==> config.mk <==
export PLATFORM = sky130hd
export DESIGN_NAME = multi_channel_watchdog
export DESIGN_NICKNAME = d
export VERILOG_FILES = /design/src/hdl/mcw_pkg.sv /design/src/hdl/multi_channel_watchdog.sv /design/src/hdl/mcw_head.sv /design/src/hdl/mcw_cell.sv
export SDC_FILE = /design/constraint.sdc
export NUM_CORES = 2
export LEC_CHECK = 0
export ABC_AREA = 0
export BUFFER_PORTS_ARGS = -buffer_cell sky130_fd_sc_hd__buf_4
export CAP_MARGIN = 20
export CORE_MARGIN = 5
export CORE_UTILIZATION = 55
export DETAILED_ROUTE_END_ITERATION = 8
export GPL_TIMING_DRIVEN = 0
export PLACE_DENSITY = 0.82
export SLEW_MARGIN = 40
export SYNTH_ARGS = -nofsm -noshare
export SYNTH_HDL_FRONTEND = slang
export SYNTH_SLANG_ARGS = --single-unit
==> constraint.sdc <==
create_clock -name clk -period 24.3 [get_ports clk]
set_input_delay 3.645 -clock clk [delete_from_list [all_inputs] [get_ports clk]]
set_output_delay 3.645 -clock clk [all_outputs]
set_load 0.03 [all_outputs]
==> src/hdl/mcw_pkg.sv <==
// ----------------------------------------------------------------------------
// mcw_pkg - shared types and constants for the multi-channel watchdog
// Command and status codes, beat packing and the token that runs along the
// cell chain.
// ----------------------------------------------------------------------------
package mcw_pkg;

    localparam int NUM_SLOTS = 8;
    localparam int IDX_W     = (NUM_SLOTS > 1) ? $clog2(NUM_SLOTS) : 1;

    localparam int CMD_W   = 3;
    localparam int SLOT_W  = 3;
    localparam int TICK_W  = 32;
    localparam int STAT_W  = 2;
    localparam int CMP_W   = (IDX_W > SLOT_W) ? IDX_W : SLOT_W;

    localparam int IN_BITS  = CMD_W + SLOT_W + TICK_W + TICK_W;
    localparam int IN_W     = ((IN_BITS + 7) / 8) * 8;
    localparam int OUT_BITS = STAT_W + 1 + SLOT_W;
    localparam int OUT_W    = ((OUT_BITS + 7) / 8) * 8;

    typedef enum logic [CMD_W-1:0] {
        CMD_ADVANCE    = 3'd0,
        CMD_REGISTER   = 3'd1,
        CMD_UNREGISTER = 3'd2,
        CMD_RELOAD     = 3'd3,
        CMD_CHECK      = 3'd4
    } cmd_t;

    typedef enum logic [STAT_W-1:0] {
        ST_DONE    = 2'd0,
        ST_IGNORED = 2'd1,
        ST_REFUSED = 2'd2
    } status_t;

    typedef struct packed {
        logic              valid;
        cmd_t              cmd;
        logic [SLOT_W-1:0] slot;
        logic [TICK_W-1:0] timeout;
        logic [TICK_W-1:0] tick;
        status_t           status;
        logic              found;
        logic [SLOT_W-1:0] which;
    } tok_t;

endpackage

==> src/hdl/multi_channel_watchdog.sv <==
// ----------------------------------------------------------------------------
// multi_channel_watchdog - slot-table watchdog with command stream
// Tick counter feeding a chain of slot cells; one result beat per command.
// ----------------------------------------------------------------------------
// Every command beat runs along a chain of NUM_SLOTS cells, each of which
// registers the token, so its result beat leaves the last cell's register;
// the chain is fully pipelined and takes one command per cycle. A stalled
// output holds the whole chain and drops s_axis_tready. Check reports the
// lowest-indexed expired active slot; unused slots are never read.
module multi_channel_watchdog
    import mcw_pkg::*;
(
    input  logic             clk,
    input  logic             rst_n,
    input  logic             s_axis_tvalid,
    output logic             s_axis_tready,
    // cmd[2:0], slot[5:3], tick_amount[37:6], timeout_value[69:38], zero pad
    input  logic [IN_W-1:0]  s_axis_tdata,
    output logic             m_axis_tvalid,
    input  logic             m_axis_tready,
    // status[1:0], expired_found[2], expired_slot[5:3], zero pad
    output logic [OUT_W-1:0] m_axis_tdata
);

    tok_t chain [NUM_SLOTS+1];
    logic adv;
    logic accept;

    assign adv           = !chain[NUM_SLOTS].valid || m_axis_tready;
    assign s_axis_tready = adv;
    assign accept        = s_axis_tvalid && adv;

    mcw_head u_head (
        .clk        (clk),
        .rst_n      (rst_n),
        .accept     (accept),
        .beat_valid (s_axis_tvalid),
        .beat_data  (s_axis_tdata),
        .tok_out    (chain[0])
    );

    for (genvar i = 0; i < NUM_SLOTS; i++)
    begin : g_cell
        mcw_cell u_cell (
            .clk      (clk),
            .rst_n    (rst_n),
            .adv      (adv),
            .cell_idx (IDX_W'(i)),
            .tok_in   (chain[i]),
            .tok_out  (chain[i+1])
        );
    end

    assign m_axis_tvalid = chain[NUM_SLOTS].valid;
    assign m_axis_tdata  = OUT_W'({chain[NUM_SLOTS].which,
                                   chain[NUM_SLOTS].found,
                                   chain[NUM_SLOTS].status});

endmodule

==> src/hdl/mcw_head.sv <==
// ----------------------------------------------------------------------------
// mcw_head - tick counter and command decode
// Holds the tick count, which only ADVANCE commands move on, and turns an
// input beat into a token for the first cell.
// ----------------------------------------------------------------------------
module mcw_head
    import mcw_pkg::*;
(
    input  logic            clk,
    input  logic            rst_n,
    input  logic            accept,
    input  logic            beat_valid,
    input  logic [IN_W-1:0] beat_data,
    output tok_t            tok_out
);

    logic [TICK_W-1:0] tick_reg;
    logic [TICK_W-1:0] tick_next;
    cmd_t              cmd;
    logic [TICK_W-1:0] amount;

    assign cmd    = cmd_t'(beat_data[CMD_W-1:0]);
    assign amount = beat_data[CMD_W+SLOT_W+TICK_W-1:CMD_W+SLOT_W];

    always_comb
    begin
        tick_next = tick_reg;
        if (accept && (cmd == CMD_ADVANCE))
        begin
            tick_next = tick_reg + amount;
        end
    end

    always_ff @(posedge clk or negedge rst_n)
    begin
        if (!rst_n)
        begin
            tick_reg <= '0;
        end
        else
        begin
            tick_reg <= tick_next;
        end
    end

    always_comb
    begin
        tok_out.valid   = beat_valid;
        tok_out.cmd     = cmd;
        tok_out.slot    = beat_data[CMD_W+SLOT_W-1:CMD_W];
        tok_out.timeout = beat_data[IN_BITS-1:CMD_W+SLOT_W+TICK_W];
        tok_out.tick    = tick_reg;
        tok_out.found   = 1'b0;
        tok_out.which   = '0;
        unique case (cmd)
            CMD_REGISTER, CMD_UNREGISTER, CMD_RELOAD: tok_out.status = ST_IGNORED;
            default:                                  tok_out.status = ST_DONE;
        endcase
    end

endmodule

==> src/hdl/mcw_cell.sv <==
// ----------------------------------------------------------------------------
// mcw_cell - one watchdog slot
// Holds a slot's state, acts on the token passing through and hands it on
// to the next cell.
// ----------------------------------------------------------------------------
module mcw_cell
    import mcw_pkg::*;
(
    input  logic             clk,
    input  logic             rst_n,
    input  logic             adv,
    input  logic [IDX_W-1:0] cell_idx,
    input  tok_t             tok_in,
    output tok_t             tok_out
);

    logic              active_reg;
    logic              active_next;
    logic [TICK_W-1:0] kick_reg;
    logic [TICK_W-1:0] kick_next;
    logic [TICK_W-1:0] tmo_reg;
    logic [TICK_W-1:0] tmo_next;
    logic              valid_reg;
    tok_t              tok_reg;
    tok_t              tok_next;
    logic [CMP_W-1:0]  idx_ext;
    logic              hit;
    logic [TICK_W-1:0] age;
    logic              expired;

    assign idx_ext = CMP_W'(cell_idx);
    assign hit     = tok_in.valid && (CMP_W'(tok_in.slot) == idx_ext);
    assign age     = tok_in.tick - kick_reg;
    assign expired = age > tmo_reg;

    always_comb
    begin
        tok_next    = tok_in;
        active_next = active_reg;
        kick_next   = kick_reg;
        tmo_next    = tmo_reg;
        unique case (tok_in.cmd)
            CMD_REGISTER:
            begin
                if (hit && !active_reg)
                begin
                    tok_next.status = ST_DONE;
                    active_next     = 1'b1;
                    kick_next       = tok_in.tick;
                    tmo_next        = tok_in.timeout;
                end
            end
            CMD_UNREGISTER:
            begin
                if (hit && active_reg)
                begin
                    tok_next.status = ST_DONE;
                    active_next     = 1'b0;
                end
            end
            CMD_RELOAD:
            begin
                if (hit && active_reg)
                begin
                    if (expired)
                    begin
                        tok_next.status = ST_REFUSED;
                    end
                    else
                    begin
                        tok_next.status = ST_DONE;
                        kick_next       = tok_in.tick;
                    end
                end
            end
            CMD_CHECK:
            begin
                if (tok_in.valid && !tok_in.found && active_reg && expired)
                begin
                    tok_next.found = 1'b1;
                    tok_next.which = idx_ext[SLOT_W-1:0];
                end
            end
            default:
            begin
            end
        endcase
    end

    always_ff @(posedge clk or negedge rst_n)
    begin
        if (!rst_n)
        begin
            active_reg <= 1'b0;
            valid_reg  <= 1'b0;
        end
        else if (adv)
        begin
            active_reg <= active_next;
            valid_reg  <= tok_in.valid;
        end
    end

    always_ff @(posedge clk)
    begin
        if (adv)
        begin
            kick_reg <= kick_next;
            tmo_reg  <= tmo_next;
            tok_reg  <= tok_next;
        end
    end

    always_comb
    begin
        tok_out       = tok_reg;
        tok_out.valid = valid_reg;
    end

endmodule

Yosys cells after proc, flatten, opt, wreduce, memory -nomap -nowiden --
Cells that the tools add are included.
Word-level totals: bits in registers 1098, bits of input ports 76, output and inout bits 10
Cells by class: $add $sub $neg 9, magnitude comparators 8, equal/unequal tests 71, muxes and demuxes 112, reductions and logical operators 109
Operators with widths (count):
- $mux 32 | 24
- $pmux 32 s2 | 8
- $gt 32x32->1 | 8
- $sub 32x32->32 | 8
- $mux 2 | 30
- $mux 4 | 15
- $eq 3x2->1 const B | 18
- $logic_and 1x1->1 | 49
- $ne 2x1->1 const B | 24
- $pmux 2 s3 | 8
- $reduce_and 5->1 | 8
- $eq 3x3->1 const B | 12
- $add 32x32->32 | 1
- $reduce_and 4->1 | 8
- $reduce_bool 2->1 | 16
- $eq 3x1->1 const B | 9
- $reduce_and 3->1 | 8
- $mux 1 | 19
- $logic_not 1->1 | 16
- $ne 2x2->1 const B | 8
- $pmux 1 s2 | 8
- $logic_not 3->1 | 2
- $reduce_or 3->1 | 1
- $logic_or 1x1->1 | 1

Logic depth before layout (Yosys ltp) --
word-level depth 6, depth in mapped cells 22, mapped depth without buffers 22

By module --
Synthesis repeated with hierarchy kept, for this count alone.
Second synthesis, totals: cells, all modules 4775, area total of the unflattened synthesis 59669.7 um^2
Modules (own cells, without submodules):
- mcw_cell at g_cell[3].u_cell ... | times used 3, cells an instance 530, area each 6951.7 um^2, sequential area each 4254.1 um^2
- mcw_cell at g_cell[1].u_cell ... | times used 2, cells an instance 541, area each 7029.2 um^2, sequential area each 4254.1 um^2
- mcw_cell at g_cell[0].u_cell | times used 1, cells an instance 582, area each 7204.4 um^2, sequential area each 4254.1 um^2
- mcw_cell at g_cell[7].u_cell | times used 1, cells an instance 559, area each 7126.8 um^2, sequential area each 4254.1 um^2
- mcw_cell at g_cell[6].u_cell | times used 1, cells an instance 559, area each 7076.8 um^2, sequential area each 4254.1 um^2
- mcw_head | times used 1, cells an instance 397, area each 3303.2 um^2, sequential area each 800.8 um^2
- multi_channel_watchdog | times used 1, cells an instance 6, area each 45.0 um^2, sequential area each 0.0 um^2

Worst setup path before layout --
OpenSTA, ideal clock, no wires.
path type input -> output, from in m_axis_tready, to out s_axis_tready, arrival time 18.676 ns, path slack 1.979 ns, stages on the path 4, cells stage by stage nor2b_1 -> clkbuf_1 -> inv_1 -> buf_1
Between the ends: cells in the longest elaborated chain, start to end 1
RTL lines:
- from (decl) | line multi_channel_watchdog.sv:20 | input logic m_axis_tready,
- $logic_or 1x1->1 | line multi_channel_watchdog.sv:29 | assign adv = !chain[NUM_SLOTS].valid || m_axis_tready;
- to (decl) | line multi_channel_watchdog.sv:16 | output logic s_axis_tready,
Every way passes these cells.

Final worst setup path --
Same ends and word-level chain as after synthesis.

==> summary.md <==
| Metric | Value |
|---|---|
| Finished Layout Cells | `6011` |
| Post-DR wirelength/cell | `17.6 um` |
| Pleak | `roughly 27 nW` |
| Post-DRT Antenna Nets | `0` |
| Comb power frac | `0.397` |
| GR Util All Layers | `0.199` |
| Post-layout util | `0.622` |
| Critical Path Sink Type | `output pin` |
| DP Wirelength | `between 80 and 90 mm` |
| CP required | `~21 ns` |
| Async SR Flop Fraction | `0.0440` |
| Initial Utilization | `0.551` |
| Max reg flops | `531` |
| EDFF count, synth | `1043` |
| Unique masters post-synth | `slightly below 80` |
| CTS H-tree depth | `3` |
| Placed Area | `58200 um2` |
| Total Neg Setup Slack | `0 ns` |
| Number of buffers inserted by hold repair at cts | `0` |
| CP Class | `in2out` |
| Slew Limit Headroom | `0.421` |
| Clock skew | `between 0.03 and 0.04 ns` |
| Hold Path Class | `reg2reg` |
| Vias in the first global route | `34900` |
| Peak Freq | `100 MHz` |
| Initial antenna violation count | `1` |
| Pre-antenna DRT Iters | `5` |
| Internal power | `5.25 mW` |
| Final Hold Vio Count | `0` |
| Design Area, Final | `around 62000 um2` |
| RSZ-0062 raised after global routing | `false` |
| Post-Place Setup Slack | `around 14 ns` |
| Cts repair resizes | `0` |
| Commonest non-fill, non-tap cells in the layout | `edfxtp_1, inv_1, ha_1, a21oi_1, a21o_1` |
| DR DRC count | `0` |
| Starting DRT DRC Count | `roughly 1900` |
| Clock slew at reported path FFs | `~0.06 ns` |
| Final worst setup slack | `between 10 and 15 ns` |
| Latest clock arrival within the worst-skew pair | `~0.70 ns` |
| CP max FO | `27` |
| WL met1 | `~43 mm` |
| Via density | `5.60` |
| RD Place Congestion | `~0.88` |
| Tcrit/Tclk final | `0.411` |
| Top Layer Used | `met4` |
| CTS root buffer | `clkbuf_16` |
| Flops & latches, synth | `1091` |
| Row count | `approximately 120` |
| Clk sinks | `1091` |
| Maximum vdd ir drop | `approximately 0.08 mV` |
| DIE AREA | `106000 um2` |
| Final setup viols | `0` |
| Sequential fraction of the synthesis area | `0.592` |
| Seq pwr share | `0.387` |
| MaxCap Viol Count | `0` |
| Routed WL | `~110 mm` |
| Vias | `~34000` |
| CTS Buffer Depth | `3` |
| Worst hold slack | `about 0.42 ns` |
| Crit path DAT | `around 6.4 ns` |
| Total grt overflow | `0` |
| Num CTS Buffers | `between 100 and 150` |
| I/O pin count | `86` |
| CTS tree | `built` |
| Die width | `around 330 um` |
| First-pass GRT wire length | `173 mm` |
| Power density over the cells | `between 100 and 150 nW/um2` |
| Final #Nets | `5239` |
| Die Y | `~330 um` |
| PnR Total Power | `around 8.1 mW` |
| DR WL met3 | `4.02 mm` |
| Mapped Avg Cell Area | `between 10 and 15 um2` |
| Sw frac | `0.356` |
| Setup repair bufs after CTS | `0` |
| I/O Buffers | `81` |
| Actual transition at the worst max-transition pin | `0.866 ns` |
| Synth Instances | `between 4000 and 5000` |
| Clock power share | `0.216` |
| Met2 wire length | `54.2 mm` |
| Post-route minimum period | `~10 ns` |
| Core box area | `99700 um2` |
| Largest net degree at the start of global routing | `49` |
| Net Sw Power | `about 2.9 mW` |
| Synth Flop Type | `edfxtp_1` |
| Status | `complete, no violations` |
| Commonest non-fill, non-tap cell in the layout | `edfxtp_1` |
| Ys Warns | `0` |
| Placed Cells | `5804` |
| Startpoint Class | `input pin` |
| Syn Std Cell Area | `55000 um2` |
| Pins over their slew limit | `0` |
| Share of layout cells above drive strength 1 | `0.0798` |
| Syn-to-layout area delta | `12.9%` |
==> layout make-up <==
class | count | area, um2
Timing Repair Buffer | 126 | 1510
Fill cell | 7021 | 37700
Clock buffer | 138 | 2980
Buffer | 46 | 204
Inverter | 568 | 2130
Sequential cell | 1091 | 32500
Clock inverter | 68 | 840
Tap cell | 1298 | 1620
Multi-Input combinational cell | 2675 | 20200
Antenna cell | 1 | 2.50
==> critical path, cell delays in order <==
cell and delay, ns:
buf_4 0.11, nor2b_1 0.25, clkbuf_1 0.50, inv_1 0.33, buf_2 0.37, buf_16 0.24, buf_12 0.18, buf_16 0.18
buf_16 0.18, buf_16 0.17, buf_4 0.17
==> path summary, 6_finish.rpt <==
path                                                endpoint                         start  slack (ns)  depth (start not counted)
min in group asynchronous        g_cell[1].u_cell.active_reg                         rst_n        3.03                          1
worst max-delay path                           s_axis_tready                 m_axis_tready       14.30                         11
worst min register to register  g_cell[7].u_cell.tmo_reg[17]  g_cell[6].u_cell.tok_out[55]        0.42                          0
worst max register to register  g_cell[5].u_cell.kick_reg[0]   g_cell[4].u_cell.tok_out[6]       17.65                         21
worst min-delay path            g_cell[7].u_cell.tmo_reg[17]  g_cell[6].u_cell.tok_out[55]        0.42                          0
max in group asynchronous        g_cell[7].u_cell.active_reg                         rst_n       20.77                          1
==> layer usage <==
metal / global-route usage / vias to the layer above
met3: 0.0260 / 267
li1: - / 16600
met2: 0.361 / 793
met5: 0 / -
met1: 0.242 / 16000
met4: 0.0816 / 0
==> Yosys cell counts, types with 8 or more instances <==
library cell | instances | area, um2
a21boi_0 | 10 | 75.1
o211ai_1 | 19 | 143
nand3_1 | 52 | 260
a21o_1 | 248 | 1860
dfrtp_1 | 48 | 1200
a221oi_1 | 8 | 70.1
nor3_1 | 38 | 190
xor2_1 | 88 | 771
a31o_2 | 9 | 78.8
buf_4 | 8 | 60.1
and4_1 | 8 | 70.1
a31oi_1 | 30 | 188
inv_1 | 568 | 2130
fa_1 | 9 | 180
and3_1 | 40 | 250
clkbuf_1 | 36 | 135
nand2_1 | 205 | 769
nor2_1 | 178 | 668
nand4_1 | 92 | 576
nand2b_1 | 50 | 313
xnor2_1 | 171 | 1500
edfxtp_1 | 1043 | 31300
nor4_1 | 15 | 93.8
or2_2 | 17 | 106
a21oi_1 | 305 | 1530
a211oi_1 | 21 | 158
ha_1 | 535 | 6690
o21a_1 | 42 | 315
nor2b_1 | 67 | 419
and2_1 | 32 | 200
o21ai_0 | 196 | 981
nor4b_1 | 10 | 87.6
o21bai_1 | 29 | 218
o31ai_1 | 16 | 120
==> logic make-up after synthesis <==
kind of cell,share of synthesized area
mux,0.00100
xor+xnor,0.0413
compound gates,0.121
simple gates,0.0770
fa+ha+maj,0.125
flops,0.592
buf+inv,0.0425
other cells,0.0000682
==> power by group through the flow <==
stage / Clock, mW / Combinational, mW / Sequential [mW]
2_1_floorplan: 0 / 2.41 / 3.15
3_3_place_gp: 0 / 2.97 / 3.34
3_5_place_dp: 0 / 3.18 / 3.19
4_1_cts: 1.79 / 3.23 / 3.16
5_1_grt: 1.87 / 3.63 / 3.22
6_report: 1.76 / 3.24 / 3.15
No activity file was read; power rests on OpenSTA's default activity.
